[src/sv/wss_pkg.sv]
// Shared types and constants for the windowed sensor statistics block.
package wss_pkg;

  // Result value width, config register width, reset values
  localparam int unsigned StatW         = 17;
  localparam int unsigned CfgW          = 7;
  localparam int unsigned MaxWindowDef  = 64;
  localparam logic [CfgW-1:0] WindowLenRst = 7'd64;
  localparam int unsigned NumChan       = 4;

  // Input field widths
  localparam int unsigned TempW  = 11;
  localparam int unsigned HumW   = 10;
  localparam int unsigned LightW = 12;
  localparam int unsigned GasW   = 16;

  // Result channel codes
  typedef enum logic [1:0] {
    CH_TEMP  = 2'd0,
    CH_HUM   = 2'd1,
    CH_LIGHT = 2'd2,
    CH_GAS   = 2'd3
  } chan_e;

  // Sequencer states
  typedef enum logic [2:0] {
    ST_IDLE,
    ST_SCAN,
    ST_DRAIN,
    ST_START,
    ST_DIVIDE,
    ST_EMIT
  } state_e;

  // Control from the sequencer to every lane
  typedef struct packed {
    logic clear;      // new sample stored: restart the accumulators
    logic rd_vld;     // ring read data is valid this cycle
    logic div_start;  // launch the mean division
  } lane_ctl_t;

endpackage

[src/sv/wss_if.sv]
// Handshake interfaces for the sample, result and configuration channels.
interface wss_sample_if;
  import wss_pkg::*;
  logic                      valid;
  logic                      ready;
  logic signed [TempW-1:0]   temperature_tenths;
  logic        [HumW-1:0]    humidity_tenths;
  logic        [LightW-1:0]  light_level;
  logic        [GasW-1:0]    gas_ppb;
  logic                      gas_ok;
  logic                      climate_ok;

  modport source (output valid, temperature_tenths, humidity_tenths, light_level,
                  gas_ppb, gas_ok, climate_ok, input ready);
  modport sink   (input valid, temperature_tenths, humidity_tenths, light_level,
                  gas_ppb, gas_ok, climate_ok, output ready);
endinterface

interface wss_result_if;
  import wss_pkg::*;
  logic                     valid;
  logic                     ready;
  logic        [1:0]        channel;
  logic signed [StatW-1:0]  minimum;
  logic signed [StatW-1:0]  maximum;
  logic signed [StatW-1:0]  mean;
  logic                     stat_valid;
  logic        [CfgW-1:0]   entries_used;
  logic                     last_of_run;

  modport source (output valid, channel, minimum, maximum, mean, stat_valid,
                  entries_used, last_of_run, input ready);
  modport sink   (input valid, channel, minimum, maximum, mean, stat_valid,
                  entries_used, last_of_run, output ready);
endinterface

interface wss_cfg_if;
  import wss_pkg::*;
  logic            valid;
  logic            ready;
  logic [CfgW-1:0] window_length;

  modport source (output valid, window_length, input ready);
  modport sink   (input valid, window_length, output ready);
endinterface

[src/sv/wss_ram.sv]
// Generic simple dual-port RAM with registered read.
module wss_ram #(
  parameter int unsigned Width = 8,
  parameter int unsigned Depth = 64,
  localparam int unsigned AddrW = (Depth > 1) ? $clog2(Depth) : 1
) (
  input  logic             clk_i,
  input  logic             we_i,
  input  logic [AddrW-1:0] waddr_i,
  input  logic [Width-1:0] wdata_i,
  input  logic [AddrW-1:0] raddr_i,
  output logic [Width-1:0] rdata_o
);

  logic [Width-1:0] mem_q [Depth];

  // Write port
  always_ff @(posedge clk_i) begin
    if (we_i) begin
      mem_q[waddr_i] <= wdata_i;
    end
  end

  // Registered read port
  always_ff @(posedge clk_i) begin
    rdata_o <= mem_q[raddr_i];
  end

endmodule

[src/sv/wss_div.sv]
// Restoring divider, one quotient bit per cycle, truncating signed result.
module wss_div #(
  parameter int unsigned DvdW = 24,
  parameter int unsigned DvsW = 7
) (
  input  logic            clk_i,
  input  logic            rst_ni,
  input  logic            start_i,
  input  logic [DvdW-1:0] dividend_i,  // magnitude
  input  logic [DvsW-1:0] divisor_i,
  input  logic            neg_i,       // negate the quotient
  output logic [DvdW-1:0] quot_o,
  output logic            busy_o
);

  localparam int unsigned StepW = $clog2(DvdW + 1);

  logic [DvdW-1:0]  dvd_q, dvd_d;
  logic [DvsW-1:0]  rem_q, rem_d;
  logic [DvsW-1:0]  dvs_q;
  logic             neg_q;
  logic [StepW-1:0] step_q, step_d;
  logic [DvsW:0]    trial;
  logic [DvsW:0]    diff;
  logic             fits;

  // One restoring step: shift in the next dividend bit, subtract if it fits
  always_comb begin
    trial = {rem_q, dvd_q[DvdW-1]};
    diff  = trial - {1'b0, dvs_q};
    fits  = (trial >= {1'b0, dvs_q});
    dvd_d = {dvd_q[DvdW-2:0], fits};
    rem_d = fits ? diff[DvsW-1:0] : trial[DvsW-1:0];
    step_d = step_q - StepW'(1);
  end

  // Step counter
  always_ff @(posedge clk_i or negedge rst_ni) begin
    if (!rst_ni) begin
      step_q <= '0;
    end else if (start_i) begin
      step_q <= StepW'(DvdW);
    end else if (step_q != '0) begin
      step_q <= step_d;
    end
  end

  // Datapath
  always_ff @(posedge clk_i) begin
    if (start_i) begin
      dvd_q <= dividend_i;
      rem_q <= '0;
      dvs_q <= divisor_i;
      neg_q <= neg_i;
    end else if (step_q != '0) begin
      dvd_q <= dvd_d;
      rem_q <= rem_d;
    end
  end

  assign busy_o = (step_q != '0);
  assign quot_o = neg_q ? (~dvd_q + DvdW'(1)) : dvd_q;

endmodule

[src/sv/wss_lane.sv]
// One channel lane: sample ring, min/max/sum walk and mean divider.
module wss_lane
  import wss_pkg::*;
#(
  parameter int unsigned MaxWindow = MaxWindowDef,
  parameter int unsigned ValW      = 11,
  parameter bit          SignedVal = 1'b0,
  localparam int unsigned AddrW = (MaxWindow > 1) ? $clog2(MaxWindow) : 1,
  localparam int unsigned CntW  = $clog2(MaxWindow + 1)
) (
  input  logic                    clk_i,
  input  logic                    rst_ni,
  input  lane_ctl_t               ctl_i,
  input  logic                    we_i,
  input  logic [AddrW-1:0]        waddr_i,
  input  logic [ValW-1:0]         wval_i,
  input  logic                    wflag_i,
  input  logic [AddrW-1:0]        raddr_i,
  output logic signed [StatW-1:0] min_o,
  output logic signed [StatW-1:0] max_o,
  output logic signed [StatW-1:0] mean_o,
  output logic [CntW-1:0]         cnt_o,
  output logic                    busy_o
);

  localparam int unsigned SumW = StatW + CntW;

  logic [ValW:0]            rdata;
  logic signed [StatW-1:0]  rval;
  logic                     rflag;
  logic signed [StatW-1:0]  min_q, max_q;
  logic signed [SumW-1:0]   sum_q;
  logic [CntW-1:0]          cnt_q;
  logic [SumW-1:0]          mag;
  logic [SumW-1:0]          quot;

  wss_ram #(
    .Width (ValW + 1),
    .Depth (MaxWindow)
  ) u_ring (
    .clk_i   (clk_i),
    .we_i    (we_i),
    .waddr_i (waddr_i),
    .wdata_i ({wflag_i, wval_i}),
    .raddr_i (raddr_i),
    .rdata_o (rdata)
  );

  // Extend the stored value to the result width
  assign rflag = rdata[ValW];
  assign rval  = SignedVal ? {{(StatW-ValW){rdata[ValW-1]}}, rdata[ValW-1:0]}
                           : {{(StatW-ValW){1'b0}}, rdata[ValW-1:0]};

  // Entry count, cleared for each new walk
  always_ff @(posedge clk_i or negedge rst_ni) begin
    if (!rst_ni) begin
      cnt_q <= '0;
    end else if (ctl_i.clear) begin
      cnt_q <= '0;
    end else if (ctl_i.rd_vld && rflag) begin
      cnt_q <= cnt_q + CntW'(1);
    end
  end

  // Accumulate min, max and sum over flagged entries
  always_ff @(posedge clk_i) begin
    if (ctl_i.clear) begin
      sum_q <= '0;
    end else if (ctl_i.rd_vld && rflag) begin
      sum_q <= sum_q + {{(SumW-StatW){rval[StatW-1]}}, rval};
      if (cnt_q == '0 || rval < min_q) begin
        min_q <= rval;
      end
      if (cnt_q == '0 || rval > max_q) begin
        max_q <= rval;
      end
    end
  end

  // Divide the magnitude, restore the sign afterwards
  assign mag = sum_q[SumW-1] ? (~sum_q + SumW'(1)) : sum_q;

  wss_div #(
    .DvdW (SumW),
    .DvsW (CntW)
  ) u_div (
    .clk_i      (clk_i),
    .rst_ni     (rst_ni),
    .start_i    (ctl_i.div_start),
    .dividend_i (mag),
    .divisor_i  (cnt_q),
    .neg_i      (sum_q[SumW-1]),
    .quot_o     (quot),
    .busy_o     (busy_o)
  );

  assign min_o  = min_q;
  assign max_o  = max_q;
  assign mean_o = quot[StatW-1:0];
  assign cnt_o  = cnt_q;

endmodule

[src/sv/windowed_sensor_statistics_top.sv]
// Windowed min/max/mean over four sensor channels: ring control, lanes, merge.
// A stored sample is written to the ring, then the stored entries are walked
// (scan, drain), the bit-serial mean dividers run (SumW = 17 + clog2(MaxWindow+1),
// 24 by default) and the four results are emitted. No new sample is taken until
// the gas result is loaded. A sample with a bad climate reading is accepted but dropped.
// Reset: write position and fill count clear, window length returns to 64; ring
// contents are not cleared.
module windowed_sensor_statistics_top
  import wss_pkg::*;
#(
  parameter int unsigned MaxWindow = MaxWindowDef
) (
  input  logic          clk_i,
  input  logic          rst_ni,
  wss_sample_if.sink    sample_i,
  wss_result_if.source  result_o,
  wss_cfg_if.sink       cfg_i
);

  localparam int unsigned AddrW = (MaxWindow > 1) ? $clog2(MaxWindow) : 1;
  localparam int unsigned CntW  = $clog2(MaxWindow + 1);
  localparam int unsigned LenW  = (CntW > CfgW) ? CntW : CfgW;

  state_e state_q, state_d;

  logic [CfgW-1:0]  cfg_len_q;
  logic [AddrW-1:0] wp_q, wp_d, wp_eff;
  logic [CntW-1:0]  fill_q, fill_d;
  logic [LenW-1:0]  len, wl_ext, wp_inc;
  logic [CntW-1:0]  addr_q;
  logic             rd_vld_q;
  chan_e            chan_q;

  logic accept, store, rd_issue, addr_last, lanes_busy, load;
  lane_ctl_t ctl;

  logic signed [StatW-1:0] lane_min  [NumChan];
  logic signed [StatW-1:0] lane_max  [NumChan];
  logic signed [StatW-1:0] lane_mean [NumChan];
  logic [CntW-1:0]         lane_cnt  [NumChan];
  logic [NumChan-1:0]      lane_busy;

  logic                    out_valid_q;
  logic [1:0]              out_chan_q;
  logic signed [StatW-1:0] out_min_q, out_max_q, out_mean_q;
  logic                    out_sv_q, out_last_q;
  logic [CfgW-1:0]         out_used_q;

  // Configuration register
  assign cfg_i.ready = 1'b1;

  always_ff @(posedge clk_i or negedge rst_ni) begin
    if (!rst_ni) begin
      cfg_len_q <= WindowLenRst;
    end else if (cfg_i.valid) begin
      cfg_len_q <= cfg_i.window_length;
    end
  end

  // Active window length, wrapped write position and saturating fill
  always_comb begin
    wl_ext = LenW'(cfg_len_q);
    if (wl_ext == '0) begin
      len = LenW'(1);
    end else if (wl_ext > LenW'(MaxWindow)) begin
      len = LenW'(MaxWindow);
    end else begin
      len = wl_ext;
    end
    wp_eff = (LenW'(wp_q) >= len) ? '0 : wp_q;
    wp_inc = LenW'(wp_eff) + LenW'(1);
    wp_d   = (wp_inc == len) ? '0 : wp_inc[AddrW-1:0];
    fill_d = (LenW'(fill_q) < len) ? CntW'(LenW'(fill_q) + LenW'(1)) : CntW'(len);
  end

  assign accept = sample_i.valid && sample_i.ready;
  assign store  = accept && sample_i.climate_ok;

  always_ff @(posedge clk_i or negedge rst_ni) begin
    if (!rst_ni) begin
      wp_q   <= '0;
      fill_q <= '0;
    end else if (store) begin
      wp_q   <= wp_d;
      fill_q <= fill_d;
    end
  end

  assign addr_last  = (CntW'(addr_q + CntW'(1)) == fill_q);
  assign lanes_busy = |lane_busy;

  // Next state
  always_comb begin
    state_d = state_q;
    case (state_q)
      ST_IDLE:   if (store) state_d = ST_SCAN;
      ST_SCAN:   if (addr_last) state_d = ST_DRAIN;
      ST_DRAIN:  state_d = ST_START;
      ST_START:  state_d = ST_DIVIDE;
      ST_DIVIDE: if (!lanes_busy) state_d = ST_EMIT;
      ST_EMIT:   if (load && chan_q == CH_GAS) state_d = ST_IDLE;
      default:   state_d = ST_IDLE;
    endcase
  end

  // State outputs
  always_comb begin
    sample_i.ready = (state_q == ST_IDLE);
    rd_issue       = (state_q == ST_SCAN);
    load           = (state_q == ST_EMIT) && (!out_valid_q || result_o.ready);
    ctl.clear      = store;
    ctl.rd_vld     = rd_vld_q;
    ctl.div_start  = (state_q == ST_START);
  end

  // Sequencer registers: state, walk address, read-valid pipe, result channel
  always_ff @(posedge clk_i or negedge rst_ni) begin
    if (!rst_ni) begin
      state_q  <= ST_IDLE;
      addr_q   <= '0;
      rd_vld_q <= 1'b0;
      chan_q   <= CH_TEMP;
    end else begin
      state_q  <= state_d;
      rd_vld_q <= rd_issue;
      if (store) begin
        addr_q <= '0;
        chan_q <= CH_TEMP;
      end else begin
        if (rd_issue) begin
          addr_q <= addr_q + CntW'(1);
        end
        if (load) begin
          chan_q <= chan_e'(2'(chan_q + 2'd1));
        end
      end
    end
  end

  // Lanes, one per channel
  wss_lane #(.MaxWindow (MaxWindow), .ValW (TempW), .SignedVal (1'b1)) u_lane_temp (
    .clk_i (clk_i), .rst_ni (rst_ni), .ctl_i (ctl), .we_i (store), .waddr_i (wp_eff),
    .wval_i (sample_i.temperature_tenths), .wflag_i (1'b1),
    .raddr_i (addr_q[AddrW-1:0]),
    .min_o (lane_min[CH_TEMP]), .max_o (lane_max[CH_TEMP]), .mean_o (lane_mean[CH_TEMP]),
    .cnt_o (lane_cnt[CH_TEMP]), .busy_o (lane_busy[CH_TEMP])
  );

  wss_lane #(.MaxWindow (MaxWindow), .ValW (HumW), .SignedVal (1'b0)) u_lane_hum (
    .clk_i (clk_i), .rst_ni (rst_ni), .ctl_i (ctl), .we_i (store), .waddr_i (wp_eff),
    .wval_i (sample_i.humidity_tenths), .wflag_i (1'b1),
    .raddr_i (addr_q[AddrW-1:0]),
    .min_o (lane_min[CH_HUM]), .max_o (lane_max[CH_HUM]), .mean_o (lane_mean[CH_HUM]),
    .cnt_o (lane_cnt[CH_HUM]), .busy_o (lane_busy[CH_HUM])
  );

  wss_lane #(.MaxWindow (MaxWindow), .ValW (LightW), .SignedVal (1'b0)) u_lane_light (
    .clk_i (clk_i), .rst_ni (rst_ni), .ctl_i (ctl), .we_i (store), .waddr_i (wp_eff),
    .wval_i (sample_i.light_level), .wflag_i (1'b1),
    .raddr_i (addr_q[AddrW-1:0]),
    .min_o (lane_min[CH_LIGHT]), .max_o (lane_max[CH_LIGHT]),
    .mean_o (lane_mean[CH_LIGHT]),
    .cnt_o (lane_cnt[CH_LIGHT]), .busy_o (lane_busy[CH_LIGHT])
  );

  wss_lane #(.MaxWindow (MaxWindow), .ValW (GasW), .SignedVal (1'b0)) u_lane_gas (
    .clk_i (clk_i), .rst_ni (rst_ni), .ctl_i (ctl), .we_i (store), .waddr_i (wp_eff),
    .wval_i (sample_i.gas_ppb), .wflag_i (sample_i.gas_ok),
    .raddr_i (addr_q[AddrW-1:0]),
    .min_o (lane_min[CH_GAS]), .max_o (lane_max[CH_GAS]), .mean_o (lane_mean[CH_GAS]),
    .cnt_o (lane_cnt[CH_GAS]), .busy_o (lane_busy[CH_GAS])
  );

  // Merge: pick the lane for this channel; a lane with no entries reports zeros
  always_ff @(posedge clk_i or negedge rst_ni) begin
    if (!rst_ni) begin
      out_valid_q <= 1'b0;
    end else if (load) begin
      out_valid_q <= 1'b1;
    end else if (result_o.ready) begin
      out_valid_q <= 1'b0;
    end
  end

  always_ff @(posedge clk_i) begin
    if (load) begin
      out_chan_q <= chan_q;
      out_last_q <= (chan_q == CH_GAS);
      out_used_q <= CfgW'(lane_cnt[chan_q]);
      if (lane_cnt[chan_q] == '0) begin
        out_min_q  <= '0;
        out_max_q  <= '0;
        out_mean_q <= '0;
        out_sv_q   <= 1'b0;
      end else begin
        out_min_q  <= lane_min[chan_q];
        out_max_q  <= lane_max[chan_q];
        out_mean_q <= lane_mean[chan_q];
        out_sv_q   <= 1'b1;
      end
    end
  end

  assign result_o.valid        = out_valid_q;
  assign result_o.channel      = out_chan_q;
  assign result_o.minimum      = out_min_q;
  assign result_o.maximum      = out_max_q;
  assign result_o.mean         = out_mean_q;
  assign result_o.stat_valid   = out_sv_q;
  assign result_o.entries_used = out_used_q;
  assign result_o.last_of_run  = out_last_q;

  // Fill count never passes the ring depth
  assert property (@(posedge clk_i) disable iff (!rst_ni)
    fill_q <= CntW'(MaxWindow))
    else $error("fill count beyond ring depth");

  // Temperature lane counts every stored entry of the walk
  assert property (@(posedge clk_i) disable iff (!rst_ni)
    (state_q == ST_START) |-> (lane_cnt[CH_TEMP] == fill_q))
    else $error("walk count differs from fill count");

  // Only the gas result can lack statistics, and it closes the run
  assert property (@(posedge clk_i) disable iff (!rst_ni)
    (result_o.valid && result_o.channel != CH_GAS) |->
      (result_o.stat_valid && !result_o.last_of_run && result_o.entries_used != '0))
    else $error("bad non-gas result");

  // Last gas result sends the sequencer back to idle
  assert property (@(posedge clk_i) disable iff (!rst_ni)
    (load && chan_q == CH_GAS) |=> (state_q == ST_IDLE))
    else $error("run did not end after gas result");

endmodule
[src/flat_wrapper.sv]
// flat-port wrapper written by rule: the top's interface ports become plain ports
module windowed_sensor_statistics_top_flat import wss_pkg::*;
#(
  parameter int unsigned MaxWindow = MaxWindowDef
)
  (clk_i, rst_ni, sample_i_valid, sample_i_temperature_tenths, sample_i_humidity_tenths, sample_i_light_level, sample_i_gas_ppb, sample_i_gas_ok, sample_i_climate_ok, sample_i_ready, result_o_valid, result_o_channel, result_o_minimum, result_o_maximum, result_o_mean, result_o_stat_valid, result_o_entries_used, result_o_last_of_run, result_o_ready, cfg_i_valid, cfg_i_window_length, cfg_i_ready);
  wss_sample_if sample_i_i ();
  wss_result_if result_o_i ();
  wss_cfg_if cfg_i_i ();
  input  logic clk_i;
  input  logic rst_ni;
  input wire logic [$bits(sample_i_i.valid)-1:0] sample_i_valid;
  input wire logic [$bits(sample_i_i.temperature_tenths)-1:0] sample_i_temperature_tenths;
  input wire logic [$bits(sample_i_i.humidity_tenths)-1:0] sample_i_humidity_tenths;
  input wire logic [$bits(sample_i_i.light_level)-1:0] sample_i_light_level;
  input wire logic [$bits(sample_i_i.gas_ppb)-1:0] sample_i_gas_ppb;
  input wire logic [$bits(sample_i_i.gas_ok)-1:0] sample_i_gas_ok;
  input wire logic [$bits(sample_i_i.climate_ok)-1:0] sample_i_climate_ok;
  output wire logic [$bits(sample_i_i.ready)-1:0] sample_i_ready;
  output wire logic [$bits(result_o_i.valid)-1:0] result_o_valid;
  output wire logic [$bits(result_o_i.channel)-1:0] result_o_channel;
  output wire logic [$bits(result_o_i.minimum)-1:0] result_o_minimum;
  output wire logic [$bits(result_o_i.maximum)-1:0] result_o_maximum;
  output wire logic [$bits(result_o_i.mean)-1:0] result_o_mean;
  output wire logic [$bits(result_o_i.stat_valid)-1:0] result_o_stat_valid;
  output wire logic [$bits(result_o_i.entries_used)-1:0] result_o_entries_used;
  output wire logic [$bits(result_o_i.last_of_run)-1:0] result_o_last_of_run;
  input wire logic [$bits(result_o_i.ready)-1:0] result_o_ready;
  input wire logic [$bits(cfg_i_i.valid)-1:0] cfg_i_valid;
  input wire logic [$bits(cfg_i_i.window_length)-1:0] cfg_i_window_length;
  output wire logic [$bits(cfg_i_i.ready)-1:0] cfg_i_ready;
  assign sample_i_i.valid = sample_i_valid;
  assign sample_i_i.temperature_tenths = sample_i_temperature_tenths;
  assign sample_i_i.humidity_tenths = sample_i_humidity_tenths;
  assign sample_i_i.light_level = sample_i_light_level;
  assign sample_i_i.gas_ppb = sample_i_gas_ppb;
  assign sample_i_i.gas_ok = sample_i_gas_ok;
  assign sample_i_i.climate_ok = sample_i_climate_ok;
  assign sample_i_ready = sample_i_i.ready;
  assign result_o_valid = result_o_i.valid;
  assign result_o_channel = result_o_i.channel;
  assign result_o_minimum = result_o_i.minimum;
  assign result_o_maximum = result_o_i.maximum;
  assign result_o_mean = result_o_i.mean;
  assign result_o_stat_valid = result_o_i.stat_valid;
  assign result_o_entries_used = result_o_i.entries_used;
  assign result_o_last_of_run = result_o_i.last_of_run;
  assign result_o_i.ready = result_o_ready;
  assign cfg_i_i.valid = cfg_i_valid;
  assign cfg_i_i.window_length = cfg_i_window_length;
  assign cfg_i_ready = cfg_i_i.ready;
  windowed_sensor_statistics_top #(.MaxWindow(MaxWindow)) u_core (.clk_i(clk_i), .rst_ni(rst_ni), .sample_i(sample_i_i), .result_o(result_o_i), .cfg_i(cfg_i_i));
endmodule
[config.mk]
export PLATFORM = sky130hd
export DESIGN_NAME = windowed_sensor_statistics_top_flat
export DESIGN_NICKNAME = d
export VERILOG_FILES = /design/src/sv/wss_pkg.sv /design/src/sv/wss_if.sv /design/src/sv/wss_ram.sv /design/src/sv/wss_div.sv /design/src/sv/wss_lane.sv /design/src/sv/windowed_sensor_statistics_top.sv /design/src/flat_wrapper.sv
export SDC_FILE = /design/constraint.sdc
export NUM_CORES = 2
export LEC_CHECK = 0
export BUFFER_PORTS_ARGS = -buffer_cell sky130_fd_sc_hd__buf_2
export CAP_MARGIN = 20
export CORE_MARGIN = 5
export CORE_UTILIZATION = 45
export CTS_CLUSTER_SIZE = 10
export DETAILED_ROUTE_END_ITERATION = 6
export GPL_TIMING_DRIVEN = 1
export PLACE_DENSITY = 0.58
export SETUP_SLACK_MARGIN = 0.05
export SLEW_MARGIN = 20
export SYNTH_ARGS = -nofsm -noshare
export SYNTH_HDL_FRONTEND = slang
export SYNTH_SLANG_ARGS = --single-unit
[constraint.sdc]
create_clock -name clk_i -period 6.55 [get_ports clk_i]
set_clock_uncertainty 0.15 [all_clocks]
set_input_delay 0.9825 -clock clk_i [delete_from_list [all_inputs] [get_ports clk_i]]
set_output_delay 0.9825 -clock clk_i [all_outputs]
set_load 0.005 [all_outputs]
==> reports/qor.yml <==
cts:
  cts_tree: "yes"
  cts_made_buffers: 423
  htree_levels: 5
  clockBufferDepth: 4
  ctsRootBufferMaster: "clkbuf_16"
  clk_latency_ns: 0.97
  path_clk_slew_ns: 0.05
  clock-sinks: 3744
  postCtsSetupRepairBufs: 0
outcome:
  status: "complete, no violations"
logic_synthesis:
  ys_seq_area_frac: 0.728
  synthFlopType: "edfxtp_1"
  async_reset_ff_frac: 0.0219
  synthTopCellsByArea: "edfxtp_1, mux4_2, dfxtp_1, ha_1, dfrtp_1"
  netlist.area_leader.share: 0.691
  synthCells: 7622
  synth_edf_count: 3488
  syn_area_per_cell_sq_um: 19.9
  synth.ff_latch_count: 3744
  synth_top_area_cell: "edfxtp_1"
  yosysWarnings: 0
  syn_nets: 7912
  synth_cell_types: 70
  netlist_area_sq_um: 152000
sta:
  final_hold_viol_count: 0
  finalCriticalPeriod_ns: 4.83
  setup_violations: 0
  rsz0062_at_grt: "no"
  drv_slew: 0
  period_share: 0.738
  slew_headroom: 0.241
  worst_slew_pin_slew_ns: 1.14
  max_freq_mhz: 207
  setup_tns_ns: 0
global_routing:
  grt_max_degree: 99
  grt_antenna_before_repair: 46
  grt_usage: 0.226
  grt_pass1_wl_microns: 570000
  grt.overflow.total: 0
  grt_pass1_vias: 76200
placement:
  detailed_place_hpwl_microns: 244000
  io_buffers: 126
  routabilityCongestion: 0.852
  dpl_cell_area_sq_um: 160000
  dp.cells: 12100
final_layout:
  final_cell_area_sq_um: 172000
  final_cells: 12800
  fillers: 26500
  drive_gt1_frac: 0.248
  multiInputGateArea_sq_um: 39700
  nets: 8342
  syn_to_final_growth_pct: 13.3
  regArea_sq_um: 110000
die:
  core-area_sq_um: 336000
  die-height_microns: 590
  rows: 213
  die_w_microns: 590
  dieArea_sq_um: 349000
  initial_core_util: 0.451
  io_pins: 128
routing:
  dr.pass1.iters: 6
  wl_microns: 397000
  drt.antenna.violating_nets: 0
  vias: 76100
  vias_per_cell: 5.94
  wl_per_cell_microns: 31.0
  drc: 0
  drtIter0Drc: 8120
worst_hold_path:
  worstHoldPathType: "input port to flip-flop"
worst_setup_path:
  setup.worst_path.class: "flip-flop to flip-flop"
  crit_fanout: 33
  worstSetupStartpointType: "flip-flop"
  crit_path_end_kind: "flip-flop"
  cp.required_ns: 6.96
  cp.arrival_ns: 5.24
power:
  finalPower_mw: 73.4
  power_density_nw_per_um2: 428
  p_leak_nw: 55.1
  ir_drop_mv: 0.270
run:
  drv_cap: 0
==> worst max-delay path, cell delays in order, from the launching register on <==
cell and delay [ns]:
dfstp_2 0.70, inv_1 0.20, nand2_1 0.20, ha_1 0.28
a21o_1 0.16, a221oi_1 0.33, buf_4 0.22, nor2_1 0.06
buf_4 0.19, nor3_1 0.26, nand2_1 0.58, buf_4 0.39
nor2_4 0.12, buf_4 0.51
==> synth_stat cells, drive strengths merged (78+ instances only) <==
| cell | number |
|---|---|
| dfxtp | 174 |
| edfxtp | 3488 |
| dfrtp | 81 |
| nand2 | 321 |
| ha | 219 |
| mux4 | 1094 |
| clkbuf | 283 |
| inv | 201 |
| nor2 | 308 |
| a21oi | 138 |
| xnor2 | 97 |
| o21ai | 266 |
| xor2 | 167 |
| buf | 78 |
==> cell usage in the layout (no fill, tap or decap), drive strengths merged, types with 9 or more instances in the layout <==
cell    Yosys  layout
a211oi     43      43
a21boi     18      18
a21o       50      50
a21oi     138     138
a31oi      12      12
and3       21      21
buf        78     364
clkbuf    283     604
clkinv      0      29
dfrtp      81      81
dfxtp     174     174
diode       0      17
edfxtp   3488    3488
ha        219     219
inv       201     208
mux2        9       9
mux2i      37      37
mux4     1094    1094
nand2     321     321
nand2b     33      33
nand3      53      53
nand4      31      31
nor2      308     308
nor2b      64      64
nor3       47      47
nor4       15      15
o211ai     16      16
o21a       11      11
o21ai     266     266
o31ai      54      54
o41ai      19      19
or2        22      22
or3        39      39
or4        19      19
xnor2      97      97
xor2      167     167
==> layout make-up <==
cell class                 instances  share of cell area
sequential                      3744               0.642
multi-input combinational       3316               0.231
clock buffer                     603              0.0663
tap                             4515              0.0329
timing repair buffer             366              0.0191
inverter                         201             0.00440
clock inverter                    41             0.00365
antenna                           17            0.000248
==> routing by layer <==
metal  global-route usage  up-vias  routed length, microns
li1                     -    32000                       -
met2                0.356     2794                  188000
met5                    0        -                      72
met4               0.0606       10                   10900
met3               0.0298      504                   26200
met1                0.336    40800                  171000
==> cell families after synthesis <==
kind of cell,Yosys count,synth area share
simple gates,1012,0.0313
other cells,1,0.0000247
xor+xnor,264,0.0153
flops,3744,0.728
mux,1140,0.166
buf+inv,562,0.0139
fa+ha+maj,227,0.0191
compound gates,672,0.0270
==> state kept, by name, indices dropped and copies added, names as in the netlist, 12 cells and up <==
register	flops
u_core.u_lane_light.u_ring.mem_q	768
u_core.u_lane_light.max_o	12
u_core.u_lane_gas.u_ring.rdata_o	17
u_core.result_o.mean	17
u_core.u_lane_light.min_o	12
u_core.u_lane_gas.min_o	16
u_core.u_lane_gas.u_ring.mem_q	1088
u_core.u_lane_hum.u_ring.mem_q	640
u_core.u_lane_hum.sum_q	24
u_core.u_lane_light.sum_q	24
u_core.result_o.minimum	17
u_core.u_lane_gas.max_o	16
u_core.u_lane_temp.u_div.dvd_q	24
u_core.u_lane_temp.u_ring.mem_q	704
u_core.u_lane_light.u_div.dvd_q	24
u_core.result_o.maximum	17
u_core.u_lane_gas.u_div.dvd_q	24
u_core.u_lane_gas.sum_q	24
u_core.u_lane_hum.u_div.dvd_q	24
u_core.u_lane_light.u_ring.rdata_o	12
u_core.u_lane_temp.sum_q	24
==> through the flow <==
step	worst slack (ns)	hold WS, ns	utilization
finish	1.72	0.141	0.511
global route	1.30	0.113	0.511
CTS	1.74	0.0561	0.511
detailed placement	1.76	0.306	0.475
global placement	1.54	0.296	0.475
floorplan	0.549	0.284	-
==> worst paths after layout <==
path,slack [ns],depth (start not counted),endpoint,start
min in group asynchronous,0.49,2,u_core.chan_q[0],rst_ni
hold / removal,0.14,2,u_core.cfg_len_q[4],cfg_i_window_length[4]
setup reg to reg,1.72,13,u_core.u_lane_temp.u_ring.mem_q[53][2],u_core.cfg_len_q[6]
setup / recovery,1.72,13,u_core.u_lane_temp.u_ring.mem_q[53][2],u_core.cfg_len_q[6]
hold reg to reg,0.31,2,u_core.u_lane_temp.u_div.rem_q[6],u_core.u_lane_temp.u_div.rem_q[6]
max in group asynchronous,4.67,3,u_core.addr_q[0],rst_ni
==> report_power, final <==
| group | switching [mW] | internal (mW) |
|---|---|---|
| clock network | 9.04 | 12.1 |
| registers | 2.28 | 28.2 |
| logic | 12.2 | 9.71 |
| total | 23.5 | 49.9 |
==> timing repair <==
item / in CTS / in global routing
hold endpoints to repair: 46 / 0
resized for setup: 0 / 0
hold buffers: 1 / 0
Note: power is estimated with default switching activity, not from simulation.
